`src/design/sparse_rips_edge_filter_unit_assert.svh`:
```
// Assertion macros for the sparse Rips edge filter unit.
`ifndef SPARSE_RIPS_EDGE_FILTER_UNIT_ASSERT_SVH
`define SPARSE_RIPS_EDGE_FILTER_UNIT_ASSERT_SVH
`ifndef SYNTHESIS
// Check cons in the same cycle as ante.
`define SRIPS_ASSERT_NOW(label, ante, cons) \
   label: assert property (@(posedge clock) disable iff (reset) (ante) |-> (cons)) \
      else $error("srips assertion failed");
// Check cons in the cycle after ante.
`define SRIPS_ASSERT_NEXT(label, ante, cons) \
   label: assert property (@(posedge clock) disable iff (reset) (ante) |=> (cons)) \
      else $error("srips assertion failed");
`else
`define SRIPS_ASSERT_NOW(label, ante, cons)
`define SRIPS_ASSERT_NEXT(label, ante, cons)
`endif
`endif

```
`src/design/srips_pkg.sv`:
```
// Shared constants and codes of the sparse Rips edge filter.
`timescale 1ns / 1ps
package srips_pkg;
   localparam int NUM_POINTS_DEF = 1024;
   localparam int NUM_DIMS_DEF   = 8;
   localparam int NUM_LEVELS_DEF = 32;

   localparam int COORD_W = 24;
   localparam int RADIUS_W = 24;
   localparam int SCALE_W = 24;
   localparam int DEATH_W = 32;
   localparam int PRODUCT_W = RADIUS_W + SCALE_W;
   localparam int SCALE_FRAC = 16;
   localparam int LENGTH_W = 32;

   localparam logic signed [7:0] ROOT_LEVEL_RST = 8'sd0;
   localparam logic [SCALE_W-1:0] DEATH_SCALE_RST = 24'd589824;
   localparam logic [3:0] DIMS_IN_USE_RST = 4'd8;

   typedef enum logic [1:0] {
      CSR_ROOT_LEVEL  = 2'd0,
      CSR_DEATH_SCALE = 2'd1,
      CSR_DIMS_IN_USE = 2'd2
   } csr_index_type;

   typedef enum logic [1:0] {
      FUNC_WR_COORD  = 2'd0,
      FUNC_WR_RADIUS = 2'd1,
      FUNC_WR_LEVEL  = 2'd2,
      FUNC_EVAL_PAIR = 2'd3
   } func_type;

   typedef enum logic [1:0] {
      STATUS_OK        = 2'd0,
      STATUS_ADDED     = 2'd1,
      STATUS_NOT_ADDED = 2'd2,
      STATUS_RANGE     = 2'd3
   } status_type;
endpackage

```
`src/design/srips_div3.sv`:
```
// Divide by three through a reciprocal multiply.
`timescale 1ns / 1ps
module srips_div3 (
   input  logic                         clock,
   input  logic                         reset,
   input  logic                         start,
   input  logic [srips_pkg::DEATH_W-1:0] dividend,
   output logic                         done,
   output logic [srips_pkg::DEATH_W-1:0] quotient
);
   import srips_pkg::*;

   // Two to the 33rd over three, rounded up; exact floor for every 32-bit dividend
   localparam logic [DEATH_W-1:0] RECIP_3 = 32'hAAAA_AAAB;
   localparam int RECIP_SHIFT = DEATH_W + 1;
   localparam int PROD_W = 2 * DEATH_W;

   logic [PROD_W-1:0] prod_ff;
   logic              done_ff;

   // Flag the quotient ready in the cycle after the first start; only reset clears the flag
   always_ff @(posedge clock) begin
      if (reset) begin
         done_ff <= 1'b0;
      end else if (start) begin
         done_ff <= 1'b1;
      end
   end

   // Form the scaled product
   always_ff @(posedge clock) begin
      if (start) begin
         prod_ff <= PROD_W'(dividend) * PROD_W'(RECIP_3);
      end
   end

   assign done     = done_ff;
   assign quotient = DEATH_W'(prod_ff[PROD_W-1:RECIP_SHIFT]);
endmodule

```
`config.mk`:
```
export PLATFORM = sky130hd
export DESIGN_NAME = srips_div3
export DESIGN_NICKNAME = d
export VERILOG_FILES = /design/src/design/sparse_rips_edge_filter_unit_assert.svh /design/src/design/srips_pkg.sv /design/src/design/srips_div3.sv
export SDC_FILE = /design/constraint.sdc
export NUM_CORES = 1
export LEC_CHECK = 0
export ABC_AREA = 1
export BUFFER_PORTS_ARGS = -buffer_cell sky130_fd_sc_hd__buf_4
export CORE_ASPECT_RATIO = 1.5
export CORE_MARGIN = 2
export CORE_UTILIZATION = 35
export CTS_BUF_LIST = sky130_fd_sc_hd__clkbuf_4 sky130_fd_sc_hd__clkbuf_8
export DETAILED_ROUTE_END_ITERATION = 16
export GPL_ROUTABILITY_DRIVEN = 0
export PLACE_DENSITY = 0.51
export RECOVER_POWER = 50
export SKIP_CTS_REPAIR_TIMING = 1
export SLEW_MARGIN = 20
export SYNTH_ARGS = -nofsm -noshare
export SYNTH_HDL_FRONTEND = slang
export SYNTH_SLANG_ARGS = --single-unit
```
`constraint.sdc`:
```
create_clock -name clock -period 5.7 [get_ports clock]
set_input_delay 0.285 -clock clock [delete_from_list [all_inputs] [get_ports clock]]
set_output_delay 0.285 -clock clock [all_outputs]
set_load 0.005 [all_outputs]
```
# Word-level counts from Yosys, hierarchy flattened
# Cells that the tools add are included.
# totals
regBits	65
out_inout_bits	33
elab_cells	3
# classes
n_mul	1
# op_table
operator	n
multiplier 32 x 32 -> 64 bit, second input constant	1

# Depth between registers and ports, before layout
# Gate-level depths: netlist of run 1.
# depth
depth_word	1
ltp_mapped	31

# Worst setup path after synthesis of run 1
# No wires, ideal clock.
# synth_path
path_kind	input to register
from	input port dividend[5] in the netlist's numbering
to	register prod_ff[53] (data pin)
arrival_ns	5.640
path_slack_ns	-0.193
cell_stages	28
path_buffers	1
cell_sequence	ha_1 xnor2_1 inv_1 ha_1 or2_2 clkbuf_1 xnor2_1 inv_1 ha_1 inv_1 fa_1 inv_1 fa_1 fa_1 fa_1 inv_1 fa_1 inv_1 ha_1 nand2_1 nor2_1 inv_1 o21ai_0 inv_1 nand3_1 nand3_1 nand3_1 nand2_1
# synth_between
elab_chain_len	1
# synth_rtl
item	line	text
start: declaration	srips_div3.sv:7	input logic [srips_pkg::DEATH_W-1:0] dividend,
multiplier 32 x 32 -> 64 bit	srips_div3.sv:33	prod_ff <= PROD_W'(dividend) * PROD_W'(RECIP_3);
end signal: assignment	srips_div3.sv:33	
end: declaration	srips_div3.sv:18	logic [PROD_W-1:0] prod_ff;
# Every way passes these cells.
# A chain may end at the register's enable or synchronous reset.

# Final worst setup path of run 1
# layout_path
from	input port dividend[11] in the netlist's numbering
to	register prod_ff[47] (data pin)
# Same word-level chain as after synthesis.

==> results.md, run 1 <==
- Hold Path Origin: reset
- Final min period: 5840 ps
- Rel. slew slack: -30.9%
- XOR/XNOR Fraction of Synth Area: 1.52%
- First-pass GRT wire length: around 100 mm
- Peak Freq: approximately 170 MHz
- Synth top cells by count: inv_1, nand2_1, ha_1
- Hold Fails Final Rpt: 0
- Tcrit/Tclk final: 103%
- Worst-Skew Late Latency: 290 ps
- Core area: around 0.054 mm²
- Length of the first detailed-routing pass in iterations: 11
- Adder-cell share of the synthesized area: 61.3%
- Number of synthesized flops with an enable pin: 31
- DR iter-0 viols: about 740
- CTS H-tree lvls: 2
- Post-DP HPWL: around 62 mm
- Initial antenna violation count: 0
- Setup-failing EPs final: 26
- Library cells used by synthesis: 30
- Clock buffer depth: 2
- Average size of a mapped cell: ~8.3 µm²
- Nets: roughly 3,500
- Yosys top cell area share: a little under two fifths
- Root buf cell: clkbuf_8
- Largest family of logic cells by synthesized area: adder cells
- Critical path launch point type: input pin
- Sequential share of the synthesized area: approximately 5.0%
- CP max FO: 7
- Area growth syn-to-layout: 31.8%
- Post-synthesis mux area share: 0%
- DR WL/cell: a little under 20 µm
- Die W: approximately 190 µm
- Final Max Slew Viols: 33
- Slowest CP cell: fa_1
- Final antenna-violating net count: 0
- Clk_skew: 0 ps
- Cell type with the largest total area after synthesis: fa_1
- Cells after Synth: between 2,000 and 2,500
- Delay of the slowest cell on the worst path: approximately 580 ps
- Initial core utilization: between 30% and 40%
- Number of synthesized register bits: 32
- Full die area: around 0.056 mm²
- WS Path Type: in -> reg
- Number of global-route vias before repair: roughly 18,000
- Pin count of the biggest net entering global routing: 33
- Crit. Startpoint: dividend[11]
- Violated checks: DRC, capacitance limit, slew limit, setup timing
- Simple-Gate Fraction of Synth Area: around 15%
- CTS tree: built
- WL final: slightly below 70 mm
- Top post-synthesis cells by area: fa_1, ha_1, inv_1
- Arr. time, crit path: around 5900 ps
- Cell Area, Synth: roughly 0.019 mm²
- Crit path capture type: flip-flop
- RR Startpoint: done
- DRC: 3
- Layout cell share with drive strength beyond 1: a little over 30%
- RSZ-0062 raised after global routing: yes
- Max-Cap Viols: 1
- Port Buffers: 66
- Worst slew pin tran: slightly below 2000 ps
- Die Ht: slightly below 300 µm
- Vias: between 15,000 and 20,000
- Via density: roughly 4.7
- Final Non-Filler Cells: around 3,400
- GRT overflow: 0
- Status: finished, violations left
- Top-count cell post-synth: inv_1
- Ports: slightly below 70
- Worst EP required: about 5800 ps
- Tot GR Track Use: between 20 and 25%
- Most used DFF post-synth: edfxtp_1
- Clock-pin slew on the worst setup and hold paths: roughly 80 ps
- HP Class: in -> reg
- Placed instance count: 3,361
- Compound-cell area share of the yosys netlist: 3.84%
- Cell row count: 104
- Worst path most repeated cell: fa_1
- Syn nets: just over 3,000
- Number of buffers created by CTS: 5
- Synth warnings: 0
- Ant. Diodes: 0
- Async set-reset flop share out of synthesis: 0%
- CTS Sinks: 32
- Worst setup margin: -144 ps
[per-stage QoR]
stage	worst slack (ps)	setup TNS, ps	util [%]	hold WS [ps]	instance area, µm²
detailed placement	-975	-26110	42.7	449	22900
global placement	-1040	-26940	42.7	442	22900
floorplan	0.959	0	-	357	19100
global route	-304	-7330	46.6	133	25100
CTS	-712	-17720	42.8	134	23000
finish	-144	-1840	46.6	141	25100
[final cells by class]
type / instances / area, µm²
clock buffers: 5 / 68.8
clock inverters: 3 / 13.8
fillers: 5230 / 28700
inverters: 697 / 2630
multi-input cells: 1550 / 17300
flip-flops and latches: 32 / 951
well taps: 689 / 862
repair buffers: 415 / 3190
[worst paths after layout]
kind / endpoint / slack, ps / cells after the start
worst max-delay path: prod_ff[47] / -140 / 26
worst min-delay path: done / 140 / 2
worst max register to register: done / 5100 / 2
worst min register to register: done / 500 / 2
[cells in the final DEF, fill, tap and decap left out, types with 3 or more instances in the layout]
| cell | n |
|---|---|
| inv_1 | 637 |
| fa_2 | 28 |
| fa_1 | 329 |
| o21bai_1 | 8 |
| a21oi_2 | 26 |
| ha_2 | 12 |
| nor2_2 | 35 |
| nor3_2 | 7 |
| a21oi_4 | 9 |
| clkbuf_8 | 5 |
| nand2_2 | 69 |
| nand2_1 | 351 |
| edfxtp_1 | 31 |
| xnor2_4 | 7 |
| ha_4 | 54 |
| xnor2_1 | 9 |
| xor2_2 | 3 |
| or2_2 | 8 |
| nor3_4 | 5 |
| o21ai_2 | 5 |
| nand4_1 | 10 |
| a21o_1 | 7 |
| ha_1 | 294 |
| inv_4 | 4 |
| nand3_1 | 47 |
| nor2_1 | 65 |
| a21oi_1 | 47 |
| o21bai_4 | 3 |
| buf_4 | 398 |
| o21ai_1 | 7 |
| xor2_1 | 12 |
| nor2_4 | 30 |
| inv_2 | 56 |
| nand2_4 | 18 |
| buf_6 | 12 |
| nand3_2 | 9 |
| buf_8 | 3 |
| o21ai_0 | 20 |
[layer usage]
| layer | vias to the layer above | global-route usage (%) | routed length [µm] |
|---|---|---|---|
| met5 | - | 0 | 0 |
| met4 | 0 | 14.9 | 5170 |
| met3 | 209 | 1.30 | 1630 |
| met2 | 348 | 48.0 | 36000 |
| met1 | 7867 | 25.8 | 24600 |
| li1 | 7618 | - | - |
[critical path: cells and delay by family]
kind | cells | cell delay [ps]
XOR/XNOR | 1 | 190
buffers and inverters | 7 | 510
adder cells (fa/ha/maj) | 9 | 4040
AND/OR/NAND/NOR | 9 | 870
[sequential cells by signal, summed over array words and instances, names as in the netlist]
register / flops
done: 1
prod_ff: 31
[logic make-up after synthesis]
| logic type | after synthesis |
|---|---|
| AOI/OAI and AO/OA | 136 |
| xor gates and xnor gates | 33 |
| adders and majority gates | 717 |
| buffers and inverters | 699 |
| DFF | 32 |
| other | 1 |
| and+or+nand+nor | 663 |
Power of run 1 is left out: the tool's default activity adds up to more than one toggle a clock period on the data nets, which glitch-free logic cannot reach.
==> inputs of run 2 (changes only) <==
ABC_AREA = default   (was 1)
==> run 2 against run 1 <==
Net effect: the run ends with capacitance limit, slew limit, setup timing left; synthesized cell count down 28%; first-iteration DRC count decreased by 29%; final cell count shrank 19%; utilization is 1.1 points higher; maximum frequency shrank 16%; register-to-register slack better by 30 ps; global-route usage down 0.69 points.
==> results.md, run 2 <==
- Cells after Synth: between 1,500 and 2,000
- CP max FO: 5
- Top-count cell post-synth: inv_1
- DR WL/cell: roughly 21 µm
- DR iter-0 viols: approximately 530
- Most used DFF post-synth: edfxtp_1
- GRT overflow: 0
- Clock buffer depth: 2
- Arr. time, crit path: between 7000 and 8000 ps
- Cell Area, Synth: approximately 0.017 mm²
- Crit path capture type: flip-flop
- Number of global-route vias before repair: 15,261
- Async set-reset flop share out of synthesis: 0%
- WS Path Type: in -> reg
- Status: finished, violations left
- Tcrit/Tclk final: 122%
- CTS Sinks: 32
- Top post-synthesis cells by area: fa_1, ha_1, inv_1
- Root buf cell: clkbuf_8
- Average size of a mapped cell: slightly above 10 µm²
- Multi-input logic area: approximately 0.015 mm²
- Post-DP HPWL: roughly 53 mm
- Core area: approximately 0.048 mm²
- Setup WS pre-CTS: -1710 ps
- Ant. Diodes: 0
- Area growth syn-to-layout: 34.2%
- Worst EP required: roughly 5800 ps
- Cell row count: 98
- Largest register by flop count: prod_ff
- Worst setup margin: -1270 ps
- WL final: ~57 mm
- Vias: around 13,000
- Library cells used by synthesis: between 60 and 70
- Number of buffers created by CTS: 5
- Full die area: just over 0.05 mm²
- Sequential share of the synthesized area: 5.59%
- Commonest non-fill, non-tap cell in the layout: inv_1
- Commonest cells after routing, fill and taps aside: inv_1, buf_4, fa_1
- Syn nets: between 2,000 and 2,500
- CTS tree: built
- Max-Cap Viols: 1
- Nets: roughly 2,900
- Layout cell share with drive strength beyond 1: between 30% and 40%
- DRC: 0
- RSZ-0062 raised after global routing: yes
- Setup-failing EPs final: 31
- Final min period: between 6000 and 7000 ps
- Peak Freq: 143 MHz
- Rel. slew slack: -24.2%
- Die W: around 180 µm
- Final Max Slew Viols: 33
- Ports: slightly below 70
- Reg2Reg Setup Slack: between 5000 and 6000 ps
- Via density: about 4.8
- Yosys top cell area share: around 42%
- Hold Fails Final Rpt: 0
- First-pass GRT wire length: 87.6 mm
- Final antenna-violating net count: 0
- Worst-Skew Late Latency: a little under 300 ps
- Clock-pin slew on the worst setup and hold paths: about 70 ps
- Worst slew pin tran: roughly 1900 ps
- Number of synthesized flops with an enable pin: 31
- Flip-flop count of the largest register after layout: 31
- Critical path launch point type: input pin
- Initial core utilization: between 30 and 40%
- Fill cells: roughly 4,500
- Synth warnings: 0
- Port Buffers: 66
- Clk_skew: 0 ps
- Tot GR Track Use: 23.8%
- Cell type with the largest total area after synthesis: fa_1
- Initial antenna violation count: 0
- Pin count of the biggest net entering global routing: 33
- CTS H-tree lvls: 2
- HP Class: in -> reg
- Die Ht: 274 µm
- Reg area: roughly 950 µm²
- Violated checks: capacitance limit, slew limit, setup timing
- Synth top cells by count: inv_1, ha_1, fa_1
- Length of the first detailed-routing pass in iterations: 7
- Number of synthesized register bits: 32
-- run 2: cell count changes in the layout (fill, tap and decap cells not counted), sizes merged, moves of 21 or more --
cell,before,now
buf,414,489
nor2,130,32
a21o,7,28
nand3,58,16
nand2,438,48
xor2,15,36
inv,697,494
a21oi,82,57
-- run 2: kinds of logic after synthesis --
kind of cell | share of synthesized area, %
other | 0.0221
xor gates and xnor gates | 3.19
buffers and inverters | 11.2
AOI/OAI and AO/OA | 6.69
adders and majority gates | 68.6
and+or+nand+nor | 4.76
DFF | 5.59
-- run 2: path summary, 6_finish.rpt --
kind / from / to / cells after the start
min reg2reg: done / done / 2
max reg2reg: done / done / 2
min: reset / done / 2
max: dividend[19] / prod_ff[63] / 26
-- run 2: cell type report --
| type | count | area share [%] |
|---|---|---|
| timing repair buffer | 490 | 17.0 |
| multi-input combinational | 1107 | 66.9 |
| clock buffer | 6 | 0.335 |
| clock inverter | 2 | 0.154 |
| sequential | 32 | 4.17 |
| tap | 600 | 3.29 |
| inverter | 494 | 8.14 |
-- run 2: critical path, cell delays in order --
cell and delay (ps):
buf_4 180, ha_2 200, inv_1 80, fa_2 550
inv_2 40, fa_1 500, inv_1 50, fa_1 500
inv_2 50, fa_1 590, fa_1 470, fa_1 610
inv_2 50, fa_1 520, inv_2 60, ha_4 270
nand2_4 40, or3_4 330, or3_4 400, a31oi_4 230
nor3_4 90, o31ai_4 340, nand3_2 170, a31oi_4 210
a21oi_2 80, xnor2_1 120
-- run 2: metal layers --
layer / track usage [%] / wire (µm)
met1: 24.0 / 19400
met4: 16.1 / 4770
met2: 46.0 / 31200
met5: 0 / 0
met3: 1.94 / 1590
-- run 2: metrics by stage --
step                area, µm²  hold WS (ps)  cells  setup TNS [ps]  util (%)
detailed placement      21600           447   2696          -41340      45.2
finish                  22800           139   2731          -28690      47.7
floorplan               17400           357   1640          -14470         -
global placement        21600           442   2696          -39920      45.2
global route            22800           135   2731          -34330      47.7
CTS                     21700           129   2704          -32040      45.4
Power of run 2 is left out for the same reason.
==> inputs of run 3 (changes only) <==
PLACE_DENSITY = 0.49   (was 0.51)
clock period = 8.8 ns   (was 5.7 ns; I/O delays follow)
==> run 3 against run 2 <==
Net effect: critical path depth shrank 1; cell area shrank 19%; sequential cell count is the same; non-clock buffer count shrank 413; first-iteration DRC count shrank 2.3%; worst setup slack gained 2200 ps; the run ends with capacitance limit, slew limit left; critical endpoint unchanged; critical path type unchanged; clock-buffer cell count shrank 1.
==> results.md, run 3 (synthesis gave the netlist of run 2 again) <==
- Layout cell share with drive strength beyond 1: 6.17%
- Critical path launch point type: input pin
- Commonest cells after routing, fill and taps aside: inv_1, ha_1, fa_1
- First-pass GRT wire length: 82.0 mm
- Final antenna-violating net count: 0
- Largest register by flop count: prod_ff
- Rel. slew slack: -30.2%
- Final Util: slightly below 40%
- Ports: 68
- Final min period: between 7000 and 8000 ps
- Reg2Reg Setup Slack: between 8000 and 9000 ps
- CTS Sinks: 32
- Port Buffers: 66
- Initial core utilization: a little over a third
- Crit path capture type: flip-flop
- Post-DP HPWL: just under 50 mm
- Worst slew pin tran: 1950 ps
- Peak Freq: 128 MHz
- Via density: approximately 5.0
- DRC: 0
- Status: finished, violations left
- Hold Fails Final Rpt: 0
- WS Path Type: in -> reg
- Final Max Slew Viols: 33
- DR WL/cell: 22.8 µm
- Core area: 0.0478 mm²
- Root buf cell: clkbuf_8
- Tot GR Track Use: 22.4%
- CTS H-tree lvls: 2
- Length of the first detailed-routing pass in iterations: 7
- Clock-pin slew on the worst setup and hold paths: 70 ps
- Pin count of the biggest net entering global routing: 33
- Worst-Skew Late Latency: 300 ps
- Commonest non-fill, non-tap cell in the layout: inv_1
- Die W: ~180 µm
- Placed instance count: roughly 2,300
- Flip-flop count of the largest register after layout: 31
- RSZ-0062 raised after global routing: no
- Number of buffers created by CTS: 5
- CTS tree: built
- CP max FO: 8
- Cell row count: 98
- Full die area: between 0.05 and 0.06 mm²
- Die Ht: between 200 and 300 µm
- Number of global-route vias before repair: roughly 13,000
- Fin area: around 0.018 mm²
- DR iter-0 viols: ~510
- Final TNS setup: 0 ps
- Nets: roughly 2,500
- Initial antenna violation count: 0
- Final Non-Filler Cells: between 2,000 and 2,500
- Vias: roughly 11,000
- Setup-failing EPs final: 0
- Arr. time, crit path: roughly 7900 ps
- GRT overflow: 0
- WL final: approximately 53 mm
- Clock buffer depth: 2
- Worst EP required: about 8900 ps
- Violated checks: capacitance limit, slew limit
- Placement Cell Area: 0.0183 mm²
- Area growth syn-to-layout: 8.08%
- Ant. Diodes: 0
- Tcrit/Tclk final: between 80% and 90%
- HP Class: in -> reg
- Max-Cap Viols: 1
- Clk_skew: 0 ps
## run 3: worst max-delay path, cell delays in order
cell and delay (ps):
buf_4 170, ha_1 350, xor2_1 440, ha_1 380, inv_1 180, fa_1 440, fa_1 520, inv_1 60
fa_1 570, fa_1 460, fa_1 490, inv_1 50, fa_1 600, inv_1 70, ha_1 400, and3_4 230
nand3_1 130, or3_1 410, a31oi_2 300, nor3_2 130, o31ai_4 440, nand3_2 150, a31oi_2 200, a21oi_1 110
xnor2_1 130
## run 3: layout make-up
type | count | area, µm²
fillers | 4814 | 29500
multi-input cells | 1107 | 14100
inverters | 494 | 1850
flip-flops and latches | 32 | 951
well taps | 600 | 751
repair buffers | 77 | 563
clock buffers | 5 | 68.8
clock inverters | 3 | 37.5
## run 3: layer usage
metal | track usage [%] | routed length [µm] | vias up
li1 | - | - | 5262
met1 | 22.6 | 17900 | 5838
met2 | 43.7 | 29300 | 270
met3 | 1.86 | 1500 | 123
met4 | 14.2 | 4220 | 0
met5 | 0 | 0 | -
## run 3: final timing paths
path / to / startpoint / cells after the start
setup / recovery: prod_ff[63] / dividend[14] / 25
hold / removal: done / reset / 2
setup reg to reg: done / done / 2
hold reg to reg: done / done / 2
## run 3: through the flow
step           hold WS [ps]  setup WS [ps]
2_1_floorplan           461           1790
3_3_place_gp            456            716
3_5_place_dp            474            697
4_1_cts                 271            922
5_1_grt                 280            711
6_report                283            959
Power of run 3 is left out for the same reason.
