## config.mk

```make
export PLATFORM = sky130hd
export DESIGN_NAME = srips_isqrt
export DESIGN_NICKNAME = d
export VERILOG_FILES = /design/src/design/sparse_rips_edge_filter_unit_assert.svh /design/src/design/srips_isqrt.sv
export SDC_FILE = /design/constraint.sdc
export NUM_CORES = 1
export LEC_CHECK = 0
export BUFFER_PORTS_ARGS = -buffer_cell sky130_fd_sc_hd__clkbuf_2
export CAP_MARGIN = 20
export CORE_ASPECT_RATIO = 2
export CORE_MARGIN = 2
export CORE_UTILIZATION = 39
export DETAILED_ROUTE_END_ITERATION = 10
export GPL_TIMING_DRIVEN = 0
export PLACE_DENSITY = 0.66
export SYNTH_ARGS = -nofsm -noshare
export SYNTH_HDL_FRONTEND = slang
export SYNTH_SLANG_ARGS = --single-unit
```

## constraint.sdc

```tcl
create_clock -name clock -period 10.7 [get_ports clock]
set_input_delay 2.14 -clock clock [delete_from_list [all_inputs] [get_ports clock]]
set_output_delay 2.14 -clock clock [all_outputs]
set_load 0.005 [all_outputs]
```

## src/design/sparse_rips_edge_filter_unit_assert.svh

```systemverilog
// Assertion macros for the sparse Rips edge filter unit.
`ifndef SPARSE_RIPS_EDGE_FILTER_UNIT_ASSERT_SVH
`define SPARSE_RIPS_EDGE_FILTER_UNIT_ASSERT_SVH
`ifndef SYNTHESIS
// Check cons in the same cycle as ante.
`define SRIPS_ASSERT_NOW(label, ante, cons) \
   label: assert property (@(posedge clock) disable iff (reset) (ante) |-> (cons)) \
      else $error("srips assertion failed");
// Check cons in the cycle after ante.
`define SRIPS_ASSERT_NEXT(label, ante, cons) \
   label: assert property (@(posedge clock) disable iff (reset) (ante) |=> (cons)) \
      else $error("srips assertion failed");
`else
`define SRIPS_ASSERT_NOW(label, ante, cons)
`define SRIPS_ASSERT_NEXT(label, ante, cons)
`endif
`endif

```

## src/design/srips_isqrt.sv

```systemverilog
// Iterative integer square root, one root bit per cycle.
`timescale 1ns / 1ps
module srips_isqrt #(
   parameter int SUM_W = 54
) (
   input  logic                 clock,
   input  logic                 reset,
   input  logic                 start,
   input  logic [SUM_W-1:0]     radicand,
   output logic                 done,
   output logic [SUM_W/2-1:0]   root
);
   localparam int RT_W = SUM_W / 2;
   localparam int CNT_W = $clog2(RT_W + 1);

   logic [SUM_W-1:0] x_ff;
   logic [RT_W:0]    rem_ff;
   logic [RT_W-1:0]  root_ff;
   logic [CNT_W-1:0] cnt_ff;
   logic             busy_ff;
   logic             done_ff;

   logic [RT_W+2:0] rem_cat;
   logic [RT_W+2:0] trial;
   logic            ge;

   // Bring down two radicand bits and try the next root bit
   always_comb begin
      rem_cat = {rem_ff, x_ff[SUM_W-1 -: 2]};
      trial   = (RT_W+3)'({root_ff, 2'b01});
      ge      = (rem_cat >= trial);
   end

   always_ff @(posedge clock) begin
      if (reset) begin
         busy_ff <= 1'b0;
         done_ff <= 1'b0;
         cnt_ff  <= '0;
      end else if (start) begin
         x_ff    <= radicand;
         rem_ff  <= '0;
         root_ff <= '0;
         cnt_ff  <= CNT_W'(RT_W);
         busy_ff <= 1'b1;
         done_ff <= 1'b0;
      end else if (busy_ff) begin
         x_ff    <= {x_ff[SUM_W-3:0], 2'b00};
         rem_ff  <= ge ? (RT_W+1)'(rem_cat - trial) : (RT_W+1)'(rem_cat);
         root_ff <= {root_ff[RT_W-2:0], ge};
         cnt_ff  <= cnt_ff - CNT_W'(1);
         if (cnt_ff == CNT_W'(1)) begin
            busy_ff <= 1'b0;
            done_ff <= 1'b1;
         end
      end
   end

   assign done = done_ff;
   assign root = root_ff;
endmodule

```

Word-level counts from Yosys, hierarchy flattened
Cells that the tools add are included.
Widths: inputs -> output; s select.
- register bits: 116
- output and inout port bits: 28
- bitwise gates (word level): 1
- muxes and demuxes: 10
- equal/unequal tests: 1
- add/subtract/negate cells: 2
- reduce and logical (&&, ||, !) cells: 4
- order comparisons: 1
- operator list (operator ; count):
    $mux 54 ; 2
    $mux 28 ; 2
    $ge 30x29->1 ; 1
    $sub 28x28->28 ; 1
    $mux 27 ; 1
    $mux 5 ; 2
    $eq 5x1->1 const B ; 1
    $sub 5x1->5 const B ; 1
    $reduce_and 2->1 ; 2
    $mux 1 ; 3
    $reduce_bool 2->1 ; 1
    $reduce_or 2->1 ; 1
    $not 1->1 ; 1

Depth between registers and ports, before layout
Gate-level depths: netlist (run 1).
- depth in word-level cells: 4
- gate-level depth with buffers: 12

Worst setup path after synthesis (run 1)
OpenSTA, ideal clock, no wires.
- path kind: input port to flip-flop
- start point: input port start
- end point: register rem_ff[0], enable pin
- setup slack: 2.604 ns
- cell stages on the path: 5
- path buffers: 3
- data arrival time: 7.518 ns
- setup time: 0.578 ns
- cell sequence: clkbuf_1 > buf_1 > clkbuf_1 > nor2_1 > nor2_1
- word-level cells in the longest chain between the ends: 2
- ends and longest elaborated chain (what ; RTL line ; RTL):
    start, declared ; srips_isqrt.sv:8 ; input logic start,
    $reduce_bool 2->1 (no line) ; n/a ;
    $reduce_and 2->1 (no line) ; n/a ;
    end signal, assigned ; srips_isqrt.sv:48 ; rem_ff <= ge ? (RT_W+1)'(rem_cat - trial) : (RT_W+1)'(rem_cat);
    end, declared ; srips_isqrt.sv:17 ; logic [RT_W:0] rem_ff;
Every way passes these cells.
A chain may end at the register's enable or synchronous reset.

Worst setup path in the final report (run 1)
- start point: input port start
- end point: register root_ff[8] (netlist: root[8]), enable pin
- word-level cells in the longest chain between the ends: 2
- ends and longest elaborated chain (what ; RTL line ; RTL):
    $reduce_bool 2->1 (no line) ; n/a ;
    $reduce_and 2->1 (no line) ; n/a ;
    end signal, assigned ; srips_isqrt.sv:49 ; root_ff <= {root_ff[RT_W-2:0], ge};
    end, declared ; srips_isqrt.sv:18 ; logic [RT_W-1:0] root_ff;
Every way passes these cells.

==> out/metrics.yaml, run 1 <==
die_height_um: 184
layout_commonest_cell: "edfxtp_1"
min_period_ns: 4.40
worst_slew_pin_slew_ns: 0.971
std_cell_rows: 66
die_x_um: 94.2
core_mm2: 0.0161
ant_nets: 0
cts_resized: 0
yosysTopAreaCell: "edfxtp_1"
drtIter0Drc: 331
syn_avg_cell_area_um2: 11.9
synthAdderAreaFrac_pct: 6.11
endpoint_kind: "flip-flop"
path_clk_slew_ns: 0.05
die-area_mm2: 0.0174
gr-total-overflow: 0
async_reset_ff_share_pct: 0
finalCritPeriodShare_pct: 41.1
grt_max_degree: 33
ioPinCount: 85
io_buffers: 82
p_leak_nw: 3.12
cts_tree: "built"
layout-drive-gt1-share_pct: 28.7
synth_top_family_by_area: "multiplexers"
synth_fp_nets: 623
hp-start: "done"
critPathMostFrequentCell: "clkbuf_1"
min_path_type: "flip-flop to flip-flop"
status: "finished, final reports clean"
ys.flop_type: "edfxtp_1"
drc: 0
dpl.hpwl_mm: 9.90
clk_path_buf_depth: 2
finalSetupTns_ns: 0
post_cts_buffers: 0
crit_path_max_fanout: 32
power.density_mw_per_mm2: 186
clkSinkCount: 116
maxSlewViolCount: 0
areaGrowthSynthToFinish_pct: 21.0
antenna_cells: 0
worstSetupStartpoint: "start"
max-vdd-ir-drop_mv: 0.132
start_util_pct: 39.4
crit_chain: "clkbuf_1 > buf_1 > clkbuf_1 > nor2_1 > nor2_4 > buf_12"
regArea_mm2: 0.00341
crit_type: "input pin to flip-flop"
antenna_found_initial: 0
drt-total-wl_mm: 13.8
grt_use_total_pct: 16.8
nets: 727
avgRoutedWirePerCell_um: 16.1
finalSetupViolCount: 0
synth_mux_area_share_pct: 12.1
hold_viol: 0
max_stage_delay_ns: 0.77
slowest_stage: "nor2_4"
synth_compound_area_share_pct: 10.1
fillCellCount: 1492
layout_common_cells: "edfxtp_1 (109), clkbuf_2 (82), nor2_1 (61)"
rr_startpoint: "root[0]"
ys.warnings.count: 0
multiInputGateArea_mm2: 0.00271
seq_area_frac_synth_pct: 53.8
cts-buffers-inserted: 17
cap_violations: 0
grt_pass1_vias: 4518
synthTopCellsByArea: "edfxtp_1 (52%), mux2_2 (9.4%), ha_1 (6.1%), nor2_1 (3.7%), mux2i_1 (2.7%)"
fmax_mhz: 227
rsz0062_at_grt: "false"
netlist_area_mm2: 0.00635
clockRootBuffer: "clkbuf_16"
clkLatencyLatePin_ns: 0.41
place.gp.congestion: 0.838
slew_headroom_pct: 35.1
synthDominantCellAreaShare_pct: 51.6
cp.required_ns: 10.80
grt_pass1_wl_mm: 22.4
cp-start-kind: "input pin"
dr.pass1.iters: 5
ys_seq_elements: 116
cts-htree-levels: 4
cts-hold-fix-buffers: 0
synth_edf_count: 109
whs_ns: 0.521
drt-vias-per-instance: 5.24
syn_inst: 535
yosys.area_share.simple_pct: 10.4
skew_ns: 0.00817
yosysUniqueCellTypes: 55
arrival_ns: 4.50
vias: 4483
synth_xor_area_share_pct: 3.86
cells in the mapped netlist (3+ instances only):
cell,instances
edfxtp_1,109
nor2_1,62
mux2_2,53
inv_1,35
a21oi_1,33
ha_1,31
o21ai_0,18
mux2i_1,17
xnor2_1,17
nand2_1,16
nor3_1,14
a21o_1,13
xor2_1,11
clkbuf_1,9
nand3_1,8
dfxtp_1,7
a211oi_1,6
buf_1,6
nand4_1,6
a31oi_1,5
and2_1,4
buf_2,4
and3_1,3
nand2b_1,3
o211ai_1,3
o21a_1,3
o21ai_1,3
state kept, by name, indices dropped and copies added, names as in the netlist:
name / count
root: 27
cnt_ff: 5
rem_ff: 28
done: 1
busy_ff: 1
x_ff: 54
per-stage QoR:
stage          util [%]  setup WS (ns)  instance area [um2]  total power, mW  cells
2_1_floorplan         -           2.60                 6350            0.788    535
3_3_place_gp       43.6      0.0000702                 7010            0.857    821
3_5_place_dp       44.0           5.79                 7090            0.863    824
4_1_cts            47.7           6.22                 7680             1.44    856
5_1_grt            47.7           5.97                 7680             1.49    856
6_report           47.7           6.30                 7680             1.43    856
worst max-delay path: cells and delay by family:
kind          cells  cell delay, ns
buf+inv           4            1.42
simple gates      2            0.93
kinds of logic after synthesis:
logic type | count (synthesis)
multiplexers | 70
XOR/XNOR | 28
adder cells (fa/ha/maj) | 31
buffers and inverters | 57
AO/OA/AOI/OAI | 100
AND/OR/NAND/NOR | 133
flip-flops | 116
power breakdown:
group	internal (mW)	leakage, nW	total, mW	switching [mW]
Combinational	0.130	1.74	0.296	0.166
Clock	0.365	0.275	0.569	0.204
Sequential	0.545	1.11	0.562	0.0165
Total	1.04	3.12	1.43	0.387
path summary, 6_finish.rpt:
path / end / slack [ns] / depth (start not counted)
worst max-delay path: root[8] / 6.30 / 6
worst min-delay path: done / 0.52 / 2
worst max register to register: rem_ff[27] / 7.68 / 9
worst min register to register: done / 0.52 / 2
area by class of cell:
cell class | count | share of cell area (%)
sequential | 116 | 44.4
multi-input combinational | 362 | 35.3
timing repair buffer | 85 | 6.22
clock buffer | 19 | 5.64
tap | 204 | 3.32
clock inverter | 13 | 2.07
inverter | 35 | 1.71
buffer | 22 | 1.34
metal layers:
layer / vias up / routed length, um / global-route usage (%) / part of all wire (%)
met5: - / 0 / 0 / 0
met4: 0 / 232 / 6.09 / 1.7
met3: 18 / 669 / 3.76 / 4.9
met2: 133 / 6890 / 27.8 / 50
met1: 2150 / 5960 / 21.4 / 43
li1: 2182 / - / - / -
(Power assumes the default switching activity.)
==> run 2: changes to the inputs <==
--- a/config.mk
+++ b/config.mk
@@ -12,7 +12,7 @@
 export CORE_UTILIZATION = 39
 export DETAILED_ROUTE_END_ITERATION = 10
 export GPL_TIMING_DRIVEN = 0
-export PLACE_DENSITY = 0.66
+export PLACE_DENSITY = 0.68
 export SYNTH_ARGS = -nofsm -noshare
 export SYNTH_HDL_FRONTEND = slang
 export SYNTH_SLANG_ARGS = --single-unit
==> constraint.sdc (replaced) <==
create_clock -name clock -period 3.6 [get_ports clock]
set_input_delay 0.72 -clock clock [delete_from_list [all_inputs] [get_ports clock]]
set_output_delay 0.72 -clock clock [all_outputs]
set_load 0.005 [all_outputs]
==> run 2 against run 1 <==
  * Non-clock buffer count unchanged
  * Highest routed layer unchanged
  * Clock skew increased by 0.0045 ns
  * Wire length fell by 0.81%
  * Die area did not move
  * Via count fell by 0.58%
  * Worst setup slack lost 5.7 ns
  * Flip-flop and latch count did not move
  * Sequential power increased to 3.0 times the previous value
  * Sequential share of layout area decreased by 0.27 points
  * Critical path depth rose by 6
  * Register-to-register slack got worse by 7.1 ns
==> out/metrics.yaml, run 2 (synthesized netlist as in run 1, its figures left out) <==
status: "finished, final reports clean"
cts-hold-fix-buffers: 0
cts_resized: 0
grt_use_total_pct: 16.4
largest_reg_flops: 54
cts_tree: "built"
core_mm2: 0.0161
clkLatencyLatePin_ns: 0.42
final_util_pct: 48.0
hold_viol: 0
cp-start-kind: "flip-flop"
power.density_mw_per_mm2: 567
routed-wl-met3_um: 590
io_buffers: 82
worst_slew_pin_slew_ns: 0.941
layout-drive-gt1-share_pct: 28.8
finalSetupViolCount: 0
clkSinkCount: 116
clk_path_buf_depth: 2
maxSlewViolCount: 0
endpoint_kind: "flip-flop"
drt-total-wl_mm: 13.6
vias: 4457
top_layer_used: "met4"
fmax_mhz: 332
layout_common_cells: "edfxtp_1 (109), clkbuf_2 (82), nor2_1 (61)"
finalCritPeriodShare_pct: 83.7
ioPinCount: 85
dpl.hpwl_mm: 9.81
dr.pass1.iters: 4
dp_cells: 824
layout_commonest_cell: "edfxtp_1"
drc: 0
grt_pass1_wl_mm: 21.9
wirelength_met1_mm: 6.12
die-area_mm2: 0.0174
skew_ns: 0.0127
crit_type: "flip-flop to flip-flop"
die_height_um: 184
nets: 727
start_util_pct: 39.4
crit_path_max_fanout: 10
rsz0062_at_grt: "false"
die_x_um: 94.2
fillCellCount: 1505
arrival_ns: 3.16
cts-buffers-inserted: 17
instances_no_fill: 856
cts-htree-levels: 4
ant_nets: 0
wl_met2_mm: 6.63
min_path_type: "flip-flop to flip-flop"
grt_pass1_vias: 4497
clockRootBuffer: "clkbuf_16"
regMostFlops: "x_ff"
grt_max_degree: 32
antenna_found_initial: 0
post_cts_buffers: 0
antenna_cells: 0
avgRoutedWirePerCell_um: 15.9
slew_headroom_pct: 37.1
std_cell_rows: 66
path_clk_slew_ns: 0.06
cp.required_ns: 3.74
drt-vias-per-instance: 5.21
p_leak_nw: 3.16
min_period_ns: 3.01
cap_violations: 0
gr-total-overflow: 0
place.gp.congestion: 0.839
max-vdd-ir-drop_mv: 0.350
drtIter0Drc: 211
areaGrowthSynthToFinish_pct: 21.7
## run 2: cell count changes in the layout (fill, tap and decap cells not counted), sizes merged
| cell | before | now |
|---|---|---|
| clkinvlp | 4 | 1 |
| bufinv | 3 | 5 |
| clkinv | 5 | 7 |
| clkbuf | 110 | 109 |
## run 2: through the flow
stage          total power, mW  instance area [um2]  setup WS [ns]  hold slack [ns]  TNS, ns
3_3_place_gp              2.53                 7020          -1.10            0.499  -119.32
6_report                  4.38                 7730          0.586            0.535        0
2_1_floorplan             2.33                 6360         0.0750            0.499        0
5_1_grt                   4.58                 7730          0.248            0.563        0
4_1_cts                   4.41                 7730          0.495            0.549        0
3_5_place_dp              2.56                 7090         0.0753            0.539        0
## run 2: layout make-up
cell class,instances,area (um2),area share (%)
Sequential cell,116,3410,44.2
Multi-Input combinational cell,362,2710,35.0
Timing Repair Buffer,85,478,6.18
Clock buffer,18,429,5.55
Tap cell,204,255,3.30
Clock inverter,14,209,2.70
Inverter,35,131,1.70
Buffer,22,104,1.34
## run 2: power breakdown
part | internal [mW] | switching [mW]
logic | 0.385 | 0.489
registers | 1.62 | 0.0500
clock network | 1.22 | 0.616
total | 3.23 | 1.16
## run 2: path summary, 6_finish.rpt
kind / start / end / slack [ns] / depth (start not counted)
min: done / done / 0.53 / 2
max reg2reg: root[21] / rem_ff[16] / 0.59 / 12
max: root[21] / rem_ff[16] / 0.59 / 12
min reg2reg: done / done / 0.53 / 2
## run 2: per-layer routing
layer / vias up / track usage, %
li1: 2183 / -
met1: 2145 / 21.3
met2: 108 / 26.4
met3: 21 / 3.60
met4: 0 / 6.90
met5: - / 0
## run 2: critical path, stage by stage (launching register included)
cell and delay [ns]:
edfxtp_1 0.38, inv_1 0.09, ha_1 0.22, clkbuf_1 0.19
a21oi_1 0.16, o21bai_1 0.08, a21oi_1 0.30, a21oi_1 0.15
nor2_1 0.47, nor2_2 0.17, buf_4 0.25, mux2i_1 0.21
nor2_1 0.06
==> run 3: changes to the inputs <==
--- a/config.mk
+++ b/config.mk
@@ -5,6 +5,7 @@
 export SDC_FILE = /design/constraint.sdc
 export NUM_CORES = 1
 export LEC_CHECK = 0
+export ABC_AREA = 1
 export BUFFER_PORTS_ARGS = -buffer_cell sky130_fd_sc_hd__clkbuf_2
 export CAP_MARGIN = 20
 export CORE_ASPECT_RATIO = 2
@@ -12,7 +13,7 @@
 export CORE_UTILIZATION = 39
 export DETAILED_ROUTE_END_ITERATION = 10
 export GPL_TIMING_DRIVEN = 0
-export PLACE_DENSITY = 0.68
+export PLACE_DENSITY = 0.65
 export SYNTH_ARGS = -nofsm -noshare
 export SYNTH_HDL_FRONTEND = slang
 export SYNTH_SLANG_ARGS = --single-unit
==> constraint.sdc (replaced) <==
create_clock -name clock -period 3 [get_ports clock]
set_input_delay 0.6 -clock clock [delete_from_list [all_inputs] [get_ports clock]]
set_output_delay 0.6 -clock clock [all_outputs]
set_load 0.005 [all_outputs]
==> run 3 against run 2 <==
  * Flip-flop and latch count stayed put
  * Worst hold slack worse by 0.095 ns
  * Power is 16% higher
  * Final cell count is 53% higher
  * Count of clock-buffer cells in the layout is 1 higher
  * Global-route usage is 3.5 points higher
  * Wire length is 35% higher
  * First-iteration DRC count is 6.2% lower
  * Area after synthesis is 14% higher
  * Largest power group is now registers
==> out/metrics.yaml, run 3 <==
gr-total-overflow: 0
cts_resized: 0
std_cell_rows: 70
synth_fp_nets: 1061
final_util_pct: 47.0
clkLatencyLatePin_ns: 0.42
synth_mux_area_share_pct: 0
ioPinCount: 85
die_x_um: 100
synthTopCellsByCount: "nand2_1 (423), inv_1 (151), nor2_1 (117)"
die-area_mm2: 0.0197
p_total_mw: 5.09
core_mm2: 0.0182
cap_violations: 0
endpoint_kind: "flip-flop"
yosysMostFrequentCell: "nand2_1"
start_util_pct: 39.7
dpl.hpwl_mm: 14.7
post_cts_buffers: 0
layout-drive-gt1-share_pct: 13.5
status: "finished, final reports clean"
layout_common_cells: "nand2_1 (423), inv_1 (151), nor2_1 (116)"
cts_tree: "built"
dr.pass1.iters: 4
yosys.area_share.simple_pct: 33.4
largest_reg_flops: 54
crit_type: "flip-flop to flip-flop"
max_stage_delay_ns: 0.41
p_leak_nw: 4.43
io_buffers: 83
crit_path_max_fanout: 10
syn_inst: 973
grt_pass1_wl_mm: 29.7
skew_ns: 0.00678
slew_headroom_pct: 39.3
vias: 6063
cp.required_ns: 3.17
critPathMostFrequentCell: "nand2_1"
synth_compound_area_share_pct: 2.53
antenna_found_initial: 0
ys_seq_elements: 116
finalCritPeriodShare_pct: 79.3
avgRoutedWirePerCell_um: 14.1
grt.busiest_layer: "met2"
die_height_um: 197
drtIter0Drc: 198
synth_top_family_by_area: "simple AND/OR/NAND/NOR gates"
synthDominantCellAreaShare_pct: 45.3
worst_slew_pin_slew_ns: 0.909
finalSetupTns_ns: 0
yosysTopAreaCell: "edfxtp_1"
cts-buffers-inserted: 17
async_reset_ff_share_pct: 0
path_clk_slew_ns: 0.06
nets: 1166
drt-vias-per-instance: 4.64
use_met2_pct: 40.3
clkSinkCount: 116
synthAdderAreaFrac_pct: 5.37
layout_commonest_cell: "nand2_1"
place.gp.congestion: 0.918
cts-htree-levels: 4
drt-total-wl_mm: 18.4
ant_nets: 0
finalSetupViolCount: 0
rsz0062_at_grt: "false"
ys.flop_type: "edfxtp_1"
ys.warnings.count: 0
regMostFlops: "x_ff"
min_period_ns: 2.38
cts-hold-fix-buffers: 0
power.density_mw_per_mm2: 595
netlist_area_mm2: 0.00723
r2r_slack_ns: 0.62
maxSlewViolCount: 0
groute.layer.met3.usage_pct: 3.62
slowest_stage: "edfxtp_1"
grt_use_total_pct: 19.9
clockRootBuffer: "clkbuf_16"
synth_edf_count: 109
grt_max_degree: 32
drc: 0
hold_viol: 0
clk_path_buf_depth: 2
synthTopCellsByArea: "edfxtp_1 (45%), nand2_1 (22%), inv_1 (7.8%), nor2_1 (6.1%), ha_1 (5.4%)"
areaGrowthSynthToFinish_pct: 18.4
antenna_cells: 0
max-vdd-ir-drop_mv: 0.523
cp-start-kind: "flip-flop"
arrival_ns: 2.55
grt_pass1_vias: 6273
syn_avg_cell_area_um2: 7.43
seq_area_frac_synth_pct: 47.2
min_path_type: "input pin to flip-flop"
synth_xor_area_share_pct: 1.70
yosysUniqueCellTypes: 33
gr-usage-met1_pct: 17.3
crit_chain: "ha_1 > nand2_2 > nor2_1 > nand2_1 > nand2_1 > inv_1 > nand2_1 > nand2_2 > nand3_4 > buf_6 > nand2_1 > nand2_1 > nor2_1"
fmax_mhz: 420
## run 3: cell types whose count changed in the layout (fill, tap and decap cells not counted), moves of 11 or more
cell and delta:
nand2_1 +407, inv_1 +116, nor2_1 +55, mux2_2 -53, nand3_1 +20, mux2i_1 -17, a21oi_1 -14, o21ai_0 -13
a21o_1 -12, nor3_1 -11
## run 3: critical path: cells and delay by family, from the launching register on
| family | cells | cell delay, ns |
|---|---|---|
| fa+ha+maj | 1 | 0.38 |
| buf+inv | 2 | 0.25 |
| flops | 1 | 0.41 |
| simple gates | 10 | 1.07 |
## run 3: cell families after synthesis
group           Yosys count
fa+ha+maj                31
compound gates           31
simple gates            603
xor+xnor                 14
flops                   116
buf+inv                 178
## run 3: routing by layer
layer | vias to the layer above | part of all wire, %
met5 | - | 0
met1 | 2693 | 33
met4 | 0 | 5.5
met3 | 41 | 2.8
met2 | 123 | 58
li1 | 3206 | -
## run 3: power by group
group          switching [mW]  leakage [nW]  internal, mW  total [mW]
combinational           0.740          3.04         0.405        1.14
sequential             0.0530          1.12          1.93        1.99
clock                   0.745         0.270          1.22        1.96
## run 3: cell type report
| cell class | count | area, um2 |
|---|---|---|
| clock inverter | 13 | 136 |
| tap | 216 | 270 |
| timing repair buffer | 86 | 483 |
| fill | 1880 | 9660 |
| multi-input combinational | 679 | 3120 |
| clock buffer | 19 | 433 |
| sequential | 116 | 3410 |
| inverter | 154 | 578 |
| buffer | 24 | 129 |
## run 3: path summary, 6_finish.rpt
kind | from | to | depth (start not counted)
hold / removal | radicand[1] | x_ff[1] | 3
hold reg to reg | done | done | 2
setup / recovery | rem_ff[9] | rem_ff[6] | 13
setup reg to reg | rem_ff[9] | rem_ff[6] | 13
## run 3: stage by stage
step                cells  area [um2]  setup slack (ns)  hold slack [ns]
floorplan             973        7240            0.0495            0.444
global route         1307        8560             0.420            0.442
detailed placement   1275        7990             0.343            0.449
CTS                  1307        8560             0.591            0.427
global placement     1272        7920            -0.922            0.444
finish               1307        8560             0.621            0.439
